[src/rtl/core/slxd_pkg.sv]
`timescale 1ns / 1ps
package slxd_pkg;

  localparam int STORE_BYTES = 64;
  localparam int ADDR_W      = (STORE_BYTES > 1) ? $clog2(STORE_BYTES) : 1;
  localparam int BYTE_W      = 8;
  localparam int LEN_W       = 7;

  typedef enum logic [2:0] {
    PH_SYNC1  = 3'd0,
    PH_SYNC2  = 3'd1,
    PH_LENGTH = 3'd2,
    PH_DATA   = 3'd3,
    PH_CHECK  = 3'd4
  } phase_t;

  typedef enum logic [1:0] {
    ST_IDLE   = 2'd0,
    ST_PACKET = 2'd1,
    ST_BADLEN = 2'd2,
    ST_BADSUM = 2'd3
  } status_t;

  typedef enum logic [1:0] {
    CFG_SYNC_FIRST  = 2'd0,
    CFG_SYNC_SECOND = 2'd1,
    CFG_MAX_LENGTH  = 2'd2
  } cfg_idx_t;

  typedef struct packed {
    logic             single;
    logic             start;
    status_t          status;
    logic [LEN_W-1:0] len;
  } evt_t;

endpackage

[src/rtl/core/slxd_ram.sv]
`timescale 1ns / 1ps
module slxd_ram #(
  parameter int DEPTH = 64,
  parameter int WIDTH = 8,
  localparam int AW = (DEPTH > 1) ? $clog2(DEPTH) : 1
) (
  input  logic             clk,
  input  logic             we,
  input  logic [AW-1:0]    waddr,
  input  logic [WIDTH-1:0] wdata,
  input  logic             re,
  input  logic [AW-1:0]    raddr,
  output logic [WIDTH-1:0] rdata
);

  logic [WIDTH-1:0] mem [DEPTH];
  logic [WIDTH-1:0] rdata_r;

  always_ff @(posedge clk) begin
    if (we) begin
      mem[waddr] <= wdata;
    end
  end

  always_ff @(posedge clk) begin
    if (re) begin
      rdata_r <= mem[raddr];
    end
  end

  assign rdata = rdata_r;

endmodule

[src/rtl/core/slxd_parser.sv]
`timescale 1ns / 1ps
module slxd_parser (
  input  logic                          clk,
  input  logic                          rst_n,
  input  logic                          cfg_we,
  input  logic [1:0]                    cfg_index,
  input  logic [7:0]                    cfg_wdata,
  input  logic                          in_fire,
  input  logic [slxd_pkg::BYTE_W-1:0]   in_byte,
  output slxd_pkg::evt_t                evt,
  output logic                          ram_we,
  output logic [slxd_pkg::ADDR_W-1:0]   ram_waddr,
  output logic [slxd_pkg::BYTE_W-1:0]   ram_wdata
);
  import slxd_pkg::*;

  logic [BYTE_W-1:0] sync1_r;
  logic [BYTE_W-1:0] sync2_r;
  logic [LEN_W-1:0]  max_len_r;

  phase_t            phase_r, phase_nxt;
  logic [LEN_W-1:0]  flen_r, flen_nxt;
  logic [LEN_W-1:0]  bcnt_r, bcnt_nxt;
  logic [BYTE_W-1:0] xor_r, xor_nxt;

  logic [LEN_W-1:0]  limit;
  logic              len_bad;
  logic [LEN_W-1:0]  bcnt_inc;
  logic              sum_ok;

  assign limit    = (max_len_r < LEN_W'(STORE_BYTES)) ? max_len_r : LEN_W'(STORE_BYTES);
  assign len_bad  = (in_byte == '0) || (in_byte > {1'b0, limit});
  assign bcnt_inc = bcnt_r + LEN_W'(1);
  assign sum_ok   = (in_byte == xor_r) && (flen_r != '0);

  always_ff @(posedge clk) begin
    if (!rst_n) begin
      sync1_r   <= 8'd170;
      sync2_r   <= 8'd85;
      max_len_r <= 7'd64;
    end else if (cfg_we) begin
      case (cfg_index)
        CFG_SYNC_FIRST:  sync1_r   <= cfg_wdata;
        CFG_SYNC_SECOND: sync2_r   <= cfg_wdata;
        CFG_MAX_LENGTH:  max_len_r <= cfg_wdata[LEN_W-1:0];
        default: ;
      endcase
    end
  end

  always_comb begin
    phase_nxt = phase_r;
    flen_nxt  = flen_r;
    bcnt_nxt  = bcnt_r;
    xor_nxt   = xor_r;
    if (in_fire) begin
      case (phase_r)
        PH_SYNC1: begin
          if (in_byte == sync1_r) phase_nxt = PH_SYNC2;
        end
        PH_SYNC2: begin
          if (in_byte == sync2_r) begin
            phase_nxt = PH_LENGTH;
          end else if (in_byte != sync1_r) begin
            phase_nxt = PH_SYNC1;
          end
        end
        PH_LENGTH: begin
          if (len_bad) begin
            phase_nxt = PH_SYNC1;
          end else begin
            flen_nxt  = in_byte[LEN_W-1:0];
            bcnt_nxt  = '0;
            xor_nxt   = in_byte;
            phase_nxt = PH_DATA;
          end
        end
        PH_DATA: begin
          bcnt_nxt = bcnt_inc;
          xor_nxt  = xor_r ^ in_byte;
          if (bcnt_inc >= flen_r) phase_nxt = PH_CHECK;
        end
        default: phase_nxt = PH_SYNC1;
      endcase
    end
  end

  always_comb begin
    evt.single = 1'b0;
    evt.start  = 1'b0;
    evt.status = ST_IDLE;
    evt.len    = flen_r;
    ram_we     = 1'b0;
    ram_waddr  = bcnt_r[ADDR_W-1:0];
    ram_wdata  = in_byte;
    case (phase_r)
      PH_LENGTH: begin
        evt.single = in_fire;
        if (len_bad) evt.status = ST_BADLEN;
      end
      PH_DATA: begin
        evt.single = in_fire;
        ram_we     = in_fire && (bcnt_r < LEN_W'(STORE_BYTES));
      end
      PH_CHECK: begin
        if (sum_ok) begin
          evt.start  = in_fire;
        end else begin
          evt.single = in_fire;
          evt.status = ST_BADSUM;
        end
      end
      default: evt.single = in_fire;
    endcase
  end

  always_ff @(posedge clk) begin
    if (!rst_n) begin
      phase_r <= PH_SYNC1;
      flen_r  <= '0;
      bcnt_r  <= '0;
      xor_r   <= '0;
    end else begin
      phase_r <= phase_nxt;
      flen_r  <= flen_nxt;
      bcnt_r  <= bcnt_nxt;
      xor_r   <= xor_nxt;
    end
  end

endmodule

[src/rtl/core/slxd_replay.sv]
`timescale 1ns / 1ps
module slxd_replay (
  input  logic                          clk,
  input  logic                          rst_n,
  input  slxd_pkg::evt_t                evt,
  output logic                          ready,
  output logic                          ram_re,
  output logic [slxd_pkg::ADDR_W-1:0]   ram_raddr,
  input  logic [slxd_pkg::BYTE_W-1:0]   ram_rdata,
  output logic                          out_tvalid,
  input  logic                          out_tready,
  output logic [7:0]                    out_tdata,
  output logic [1:0]                    out_tuser,
  output logic                          out_tlast
);
  import slxd_pkg::*;

  logic              busy_r, busy_nxt;
  logic [LEN_W-1:0]  cnt_r, cnt_nxt;
  logic [LEN_W-1:0]  len_r, len_nxt;
  logic              pend_r, pend_nxt;
  logic              pend_last_r, pend_last_nxt;

  logic              ov_r, ov_nxt;
  status_t           ost_r, ost_nxt;
  logic [BYTE_W-1:0] obyte_r, obyte_nxt;
  logic              olast_r, olast_nxt;

  logic              o_free;
  logic              issue;
  logic              drain;

  assign o_free = !ov_r || out_tready;
  assign issue  = busy_r && (cnt_r < len_r) && (!pend_r || o_free);
  assign drain  = pend_r && o_free;
  assign ready  = !busy_r && o_free;

  assign ram_re    = issue;
  assign ram_raddr = cnt_r[ADDR_W-1:0];

  always_comb begin
    busy_nxt      = busy_r;
    cnt_nxt       = cnt_r;
    len_nxt       = len_r;
    pend_nxt      = pend_r;
    pend_last_nxt = pend_last_r;
    if (evt.start) begin
      busy_nxt = 1'b1;
      cnt_nxt  = '0;
      len_nxt  = evt.len;
    end else begin
      if (issue) begin
        cnt_nxt       = cnt_r + LEN_W'(1);
        pend_last_nxt = ((cnt_r + LEN_W'(1)) == len_r);
      end
      if (issue) begin
        pend_nxt = 1'b1;
      end else if (drain) begin
        pend_nxt = 1'b0;
      end
      if (drain && pend_last_r) busy_nxt = 1'b0;
    end
  end

  always_comb begin
    ov_nxt    = ov_r;
    ost_nxt   = ost_r;
    obyte_nxt = obyte_r;
    olast_nxt = olast_r;
    if (drain) begin
      ov_nxt    = 1'b1;
      ost_nxt   = ST_PACKET;
      obyte_nxt = ram_rdata;
      olast_nxt = pend_last_r;
    end else if (evt.single) begin
      ov_nxt    = 1'b1;
      ost_nxt   = evt.status;
      obyte_nxt = '0;
      olast_nxt = 1'b1;
    end else if (out_tready) begin
      ov_nxt = 1'b0;
    end
  end

  always_ff @(posedge clk) begin
    if (!rst_n) begin
      busy_r <= 1'b0;
      pend_r <= 1'b0;
      ov_r   <= 1'b0;
    end else begin
      busy_r <= busy_nxt;
      pend_r <= pend_nxt;
      ov_r   <= ov_nxt;
    end
  end

  always_ff @(posedge clk) begin
    cnt_r       <= cnt_nxt;
    len_r       <= len_nxt;
    pend_last_r <= pend_last_nxt;
    ost_r       <= ost_nxt;
    obyte_r     <= obyte_nxt;
    olast_r     <= olast_nxt;
  end

  assign out_tvalid = ov_r;
  assign out_tuser  = ost_r;
  assign out_tdata  = obyte_r;
  assign out_tlast  = olast_r;

endmodule

[src/rtl/core/sync_length_xor_deframer_core.sv]
`timescale 1ns / 1ps
// A byte that gives one status result puts it on the output in the cycle after its transfer.
// A good checksum starts a replay from the payload memory: the first packet byte passes
// busy_r, rdata_r and ov_r in turn, then one byte per cycle while out_tready is high.
// Header and payload bytes are taken one per cycle while the output is free; input stalls
// during a replay, as the single read port of the payload memory serves one byte a cycle.
// Synchronous active-low reset restores the parser and replay flags; memory is not cleared.
module sync_length_xor_deframer_core (
  input  logic       clk,
  input  logic       rst_n,
  input  logic       cfg_we,
  input  logic [1:0] cfg_index,
  input  logic [7:0] cfg_wdata,
  input  logic       in_tvalid,
  output logic       in_tready,
  input  logic [7:0] in_tdata,   // [7:0] rx_byte
  output logic       out_tvalid,
  input  logic       out_tready,
  output logic [7:0] out_tdata,  // [7:0] payload_byte
  output logic [1:0] out_tuser,  // [1:0] status
  output logic       out_tlast
);
  import slxd_pkg::*;

  evt_t              evt;
  logic              in_fire;
  logic              ram_we;
  logic [ADDR_W-1:0] ram_waddr;
  logic [BYTE_W-1:0] ram_wdata;
  logic              ram_re;
  logic [ADDR_W-1:0] ram_raddr;
  logic [BYTE_W-1:0] ram_rdata;

  assign in_fire = in_tvalid && in_tready;

  slxd_parser u_parser (
    .clk       (clk),
    .rst_n     (rst_n),
    .cfg_we    (cfg_we),
    .cfg_index (cfg_index),
    .cfg_wdata (cfg_wdata),
    .in_fire   (in_fire),
    .in_byte   (in_tdata),
    .evt       (evt),
    .ram_we    (ram_we),
    .ram_waddr (ram_waddr),
    .ram_wdata (ram_wdata)
  );

  slxd_ram #(
    .DEPTH (STORE_BYTES),
    .WIDTH (BYTE_W)
  ) u_ram (
    .clk   (clk),
    .we    (ram_we),
    .waddr (ram_waddr),
    .wdata (ram_wdata),
    .re    (ram_re),
    .raddr (ram_raddr),
    .rdata (ram_rdata)
  );

  slxd_replay u_replay (
    .clk        (clk),
    .rst_n      (rst_n),
    .evt        (evt),
    .ready      (in_tready),
    .ram_re     (ram_re),
    .ram_raddr  (ram_raddr),
    .ram_rdata  (ram_rdata),
    .out_tvalid (out_tvalid),
    .out_tready (out_tready),
    .out_tdata  (out_tdata),
    .out_tuser  (out_tuser),
    .out_tlast  (out_tlast)
  );

endmodule

[config.mk]
export PLATFORM = sky130hd
export DESIGN_NAME = sync_length_xor_deframer_core
export DESIGN_NICKNAME = d
export VERILOG_FILES = /design/src/rtl/core/slxd_pkg.sv /design/src/rtl/core/slxd_ram.sv /design/src/rtl/core/slxd_parser.sv /design/src/rtl/core/slxd_replay.sv /design/src/rtl/core/sync_length_xor_deframer_core.sv
export SDC_FILE = /design/constraint.sdc
export NUM_CORES = 1
export LEC_CHECK = 0
export BUFFER_PORTS_ARGS = -buffer_cell sky130_fd_sc_hd__buf_2
export CORE_MARGIN = 3
export CORE_UTILIZATION = 63
export DETAILED_ROUTE_END_ITERATION = 16
export HOLD_SLACK_MARGIN = 0.15
export PLACE_DENSITY = 0.89
export SLEW_MARGIN = 20
export SYNTH_ARGS = -nofsm -noshare
export SYNTH_HDL_FRONTEND = slang
export SYNTH_SLANG_ARGS = --single-unit
[constraint.sdc]
create_clock -name clk -period 3.4 [get_ports clk]
set_clock_uncertainty 0.2 [all_clocks]
set_input_delay 0.68 -clock clk [delete_from_list [all_inputs] [get_ports clk]]
set_output_delay 0.68 -clock clk [all_outputs]
set_load 0.02 [all_outputs]
# Yosys cells after proc, flatten, opt, wreduce, memory -nomap -nowiden
# Memories as Yosys holds them, arrays and structs flattened. A register that Yosys moved wholly into a read port is not among the register bits.
# Index checks and enable logic that the tools add are counted.
# Widths: inputs -> output; s select.
# totals
ff_bits	77
mem_bits_rw	512
input_bits	23
out_inout_bits	13
word_cells	105
mem_count	1
# mem_list
name	words	word_bits	rd	rd_clocked_by_memory_dff	write_ports	line_no	rtl
u_ram.mem	64	8	1	1	1	slxd_ram.sv:16	logic [WIDTH-1:0] mem [DEPTH];
# classes
addsub	2
n_lt_le_gt_ge	5
n_eq_ne	15
muxes	32
bitwise_logic	3
n_reduce_logical	31
# op_table
cell	n
$eq 8x8->1	3
$mux 8	3
$mux 1	16
$pmux 8 s2	1
$add 7x1->7 const B	2
$lt 7x7->1 const B	2
$mux 7	2
$pmux 7 s2	1
$mux 3	4
$pmux 3 s4	1
$reduce_and 2->1	5
$gt 8x7->1	1
$logic_and 1x1->1	8
$logic_not 8->1	1
$ne 8x8->1	1
$reduce_bool 2->1	4
$xor 8x8->8	1
$eq 7x7->1	1
$ge 7x7->1	1
$lt 7x7->1	1
$reduce_bool 7->1	1
$eq 3x2->1 const B	2
$mux 2	3
$reduce_and 3->1	2
15 further kinds	21

# Logic depth before layout (Yosys ltp)
# depth
depth_word	8
depth_mapped	13
depth_no_buf	10

# Cells and area by module
# Synthesis repeated with hierarchy kept, for this count alone.
# hier_totals
hier_cells	1421
area_unflattened_um2	24830.1
# modules_own_cells
mod	instances	cells_per_inst	area_per_inst_um2	seq_area_each_um2
slxd_ram	1	940	20246.9	15615.0
slxd_parser	1	340	3067.9	960.9
slxd_replay	1	140	1508.9	750.7
sync_length_xor_deframer_core	1	1	6.3	0.0

# Worst setup path before layout
# No wires, ideal clock.
# synth_path
path_kind	input -> register
from	in out_tready
to	mem u_ram.mem[62][0], enable pin
setup_time_ns	0.370
arrival_time_ns	2.282
required_ns	2.830
path_slack_ns	0.548
stages	8
n_path_buf	2
cell_sequence	nor2b_1 -> clkbuf_1 -> nor3b_4 -> nand2_1 -> buf_2 -> nor3_2 -> nand3_1 -> nor2_1
# synth_between
elab_chain_len	7
# synth_lines
element	line_no	rtl
start, declared	sync_length_xor_deframer_core.sv:18	input logic out_tready,
$logic_or 1x1->1	slxd_replay.sv:33	assign o_free = !ov_r || out_tready;
$logic_and 1x1->1	slxd_replay.sv:36	assign ready = !busy_r && o_free;
$logic_and 1x1->1	sync_length_xor_deframer_core.sv:34	assign in_fire = in_tvalid && in_tready;
$logic_and 1x1->1	slxd_parser.sv:103	ram_we = in_fire && (bcnt_r < LEN_W'(STORE_BYTES));
$mux 1	slxd_parser.sv:96	case (phase_r)
$mux 1	slxd_ram.sv:20	if (we) begin
$mux 1 (implied by the code)	slxd_ram.sv:21	mem[waddr] <= wdata;
end, declared	slxd_ram.sv:16	
# Every way passes these cells.

# Worst setup path after layout
# layout_path
from	reg u_replay.len_r[5]
to	reg u_ram.rdata_r[5], in the netlist u_ram.rdata[5] (read register of u_ram.mem), enable pin
# layout_between
elab_chain_len	3
# layout_lines
element	line_no	rtl
start, declared	slxd_replay.sv:20	logic [LEN_W-1:0] len_r, len_nxt;
start signal, assigned	slxd_replay.sv:99	len_r <= len_nxt;
$lt 7x7->1	slxd_replay.sv:34	assign issue = busy_r && (cnt_r < len_r) && (!pend_r || o_free);
$logic_and 1x1->1 (2 in a row)	slxd_replay.sv:34	
named net ram_re	sync_length_xor_deframer_core.sv:30	logic ram_re;
end, declared	slxd_ram.sv:17	logic [WIDTH-1:0] rdata_r;
# The timed path passes the listed nets, and every way through them passes these cells.
# A chain may end at the register's enable or synchronous reset.

==> run metrics <==
status=finished clean; Mapped Nets=1,416; critical path type=register to register; gr ovfl total=0; CP cell instances=inv_1 > ha_1 > or2_2 > a221oi_1 > nor2_1 > inv_1; final WL=57,300 um; Post-CTS Setup Bufs=0; Commonest cells post-synth=537 x edfxtp_1, 128 x mux4_2, 116 x nor2_1; Site Rows=71; clk_lat worst skew=610 ps; largest fanout on the critical path=10; port bufs=35; Seq cells post-synth=between 500 and 600; Ys Warns=0; Detailed Place HPWL=35,400 um; clock buffer depth=3; # setup viols final=0; max-cap viol count=0; vias per std cell=6.66; EDFF count, synth=537; Critical Path Sink Type=register; Power per Cell Area=around 530 nW/um2; Area contributors post-synth=edfxtp_1 67%, mux4_2 12%, dfxtp_1 5.0%; sequential fraction of design power=55.0%; multi-input combinational cell area=6400 um2; RSZ-0062 raised after global routing=false; async set-or-reset flop fraction in the synthesized netlist=0%; LEAKAGE=9.21 nW; Crit-path slowest cell=a221oi_1; final hold violation count=0; Final ANT Viol Nets=0; layout cell share with drive strength beyond 1=between 20% and 30%; Hold Crit Class=input port to register; switching share of power=20.2%; largest net degree at the start of global routing=60; period utilisation layout=91.0%; Seq/Total Area, Yosys=71.6%; Tmin final=3100 ps; Worst VDD drop=419 uV; Avg Synthesized Cell Area=17.7 um2; Crit path buffers/inverters=2; area growth from synthesis to layout=13.5%; CP Data Arrival Time=3150 ps; Syn Inst Count=1,370; max_slew headroom=37.6%; first-pass GRT wire length=87,200 um; Clock Sinks=597; Num CTS Buffers=57; Hold Path Stages=2; distinct cell type count after synthesis=62; CP startpoint=u_replay.len_r[5]; post-route setup TNS=0 ps; CP top delay family=compound AO/OA/AOI/OAI gates; switching power=around 0.0029 W; reg2reg start=u_replay.len_r[5]; CP required=3450 ps; root buffer cell=clkbuf_16; Max Slew Vio Count=0; Logic pwr share=under 10%; Post-Syn Area=24,200 um2; Filler cells=2,119; Synth area leader=edfxtp_1; CTS tree=yes; H-tree depth=2; Routed WL per cell=27.8 um; critical path depth=6; vias in the first global route=14,100; Clk pwr share=43.0%; Die X=~200 um; Starting Density=64.1%; fmax=323 MHz; Worst path most repeated cell=inv_1; CP max stage delay=about 800 ps; die height=202 um; GR Util All Layers=between 20% and 30%; count leader, synth=edfxtp_1; DRT Pass-1 Iters=6; die area=40,800 um2; clk slew on worst S/H paths=60 ps; core region area=37,800 um2; via count=approximately 14,000; final net count=~1,600; worst reg2reg path depth=6; DRC violations left=0; RePlAce Congestion=0.895; initial antenna violation count=1; I/O pin count=36; Worst Tran Pin Value=937 ps; Hold WS=231 ps; Power, Total=0.0146 W; Worst Min Path Start=rst_n; ys flop type=edfxtp_1; CP Launch Type=register; post-synth top area share=approximately two thirds; Sequential Area=17,300 um2; starting DRC count in detailed routing=1,814; internal power=0.0116 W
[final timing paths]
kind	end	slack [ps]
min	u_parser.sync2_r[6]	230
max	u_ram.rdata[5]	300
min reg2reg	u_parser.sync1_r[5]	300
max reg2reg	u_ram.rdata[5]	300
[power by group through the flow]
stage	Combinational [W]	Sequential (W)	Clock [W]
after global placement	0.000268	0.00816	0
final	0.000301	0.00801	0.00626
after global routing	0.000321	0.00801	0.00657
after detailed placement	0.000286	0.00816	0
after CTS	0.000295	0.00801	0.00630
after floorplan	0.0000949	0.00818	0
[cell type report]
cell class / instances / area share [%]
Sequential cell: 597 / 63.1
Timing Repair Buffer: 157 / 4.27
Multi-Input combinational cell: 673 / 23.3
Antenna cell: 1 / 0.00911
Clock buffer: 70 / 5.53
Clock inverter: 36 / 1.18
Tap cell: 511 / 2.33
Inverter: 19 / 0.260
[worst register-to-register path, stage by stage, from the launching register on]
cell and delay [ps]:
edfxtp_1 420, inv_1 80, ha_1 220, or2_2 300, a221oi_1 790, nor2_1 250
inv_1 480
[kinds of logic after synthesis]
| family | synth area share [%] |
|---|---|
| simple gates | 5.61 |
| mux | 13.5 |
| buf+inv | 2.01 |
| flops | 71.6 |
| fa+ha+maj | 1.19 |
| xor+xnor | 1.52 |
| compound gates | 4.58 |
[layer usage]
metal	GRT usage, %	share of wire, %	vias up
li1	-	-	5743
met1	39.4	37	6865
met2	46.7	50	960
met3	4.91	9.6	172
met4	12.1	4.1	0
met5	0	0	-
[metrics by stage]
step           setup slack (ps)  utilization [%]  std cells  instance area [um2]
2_1_floorplan               548                -       1370                24200
3_3_place_gp                335             67.6       1949                25500
3_5_place_dp                284             67.6       1949                25500
4_1_cts                     350             72.7       2063                27500
5_1_grt                    13.4             72.7       2063                27500
6_report                    304             72.7       2064                27500
[cells in the final DEF (no fill, tap or decap), drive strengths merged, types with 8 or more instances in the layout]
master / instances
a21oi: 26
buf: 149
nand2: 64
mux2i: 36
dfxtp: 60
mux4: 128
dlygate4sd3: 8
nor2b: 10
o21ai: 26
ha: 23
nand4: 8
a221oi: 13
nand2b: 8
nand3: 17
xnor2: 16
nor4: 16
a22oi: 38
a22o: 13
inv: 19
xor2: 26
clkinv: 27
nor2: 118
clkbuf: 70
and2: 13
edfxtp: 537
[registers in the layout, indices dropped and copies added, names as in the netlist]
register,flops
u_parser.bcnt_r,7
u_parser.flen_r,7
u_parser.max_len_r,7
u_parser.phase_r,3
u_parser.sync1_r,8
u_parser.sync2_r,8
u_parser.xor_r,8
u_ram.mem,512
u_ram.rdata,8
u_replay.busy_r,1
u_replay.cnt_r,7
u_replay.len_r,7
u_replay.out_tdata,8
u_replay.out_tlast,1
u_replay.out_tuser,2
u_replay.out_tvalid,1
u_replay.pend_last_r,1
u_replay.pend_r,1
[timing repair]
| action | 4_1_cts | 5_1_grt |
|---|---|---|
| hold endpoints to repair | 14 | 0 |
| hold buffers | 8 | 0 |
| gates resized for setup | 0 | 0 |
(Power assumes the default switching activity.)
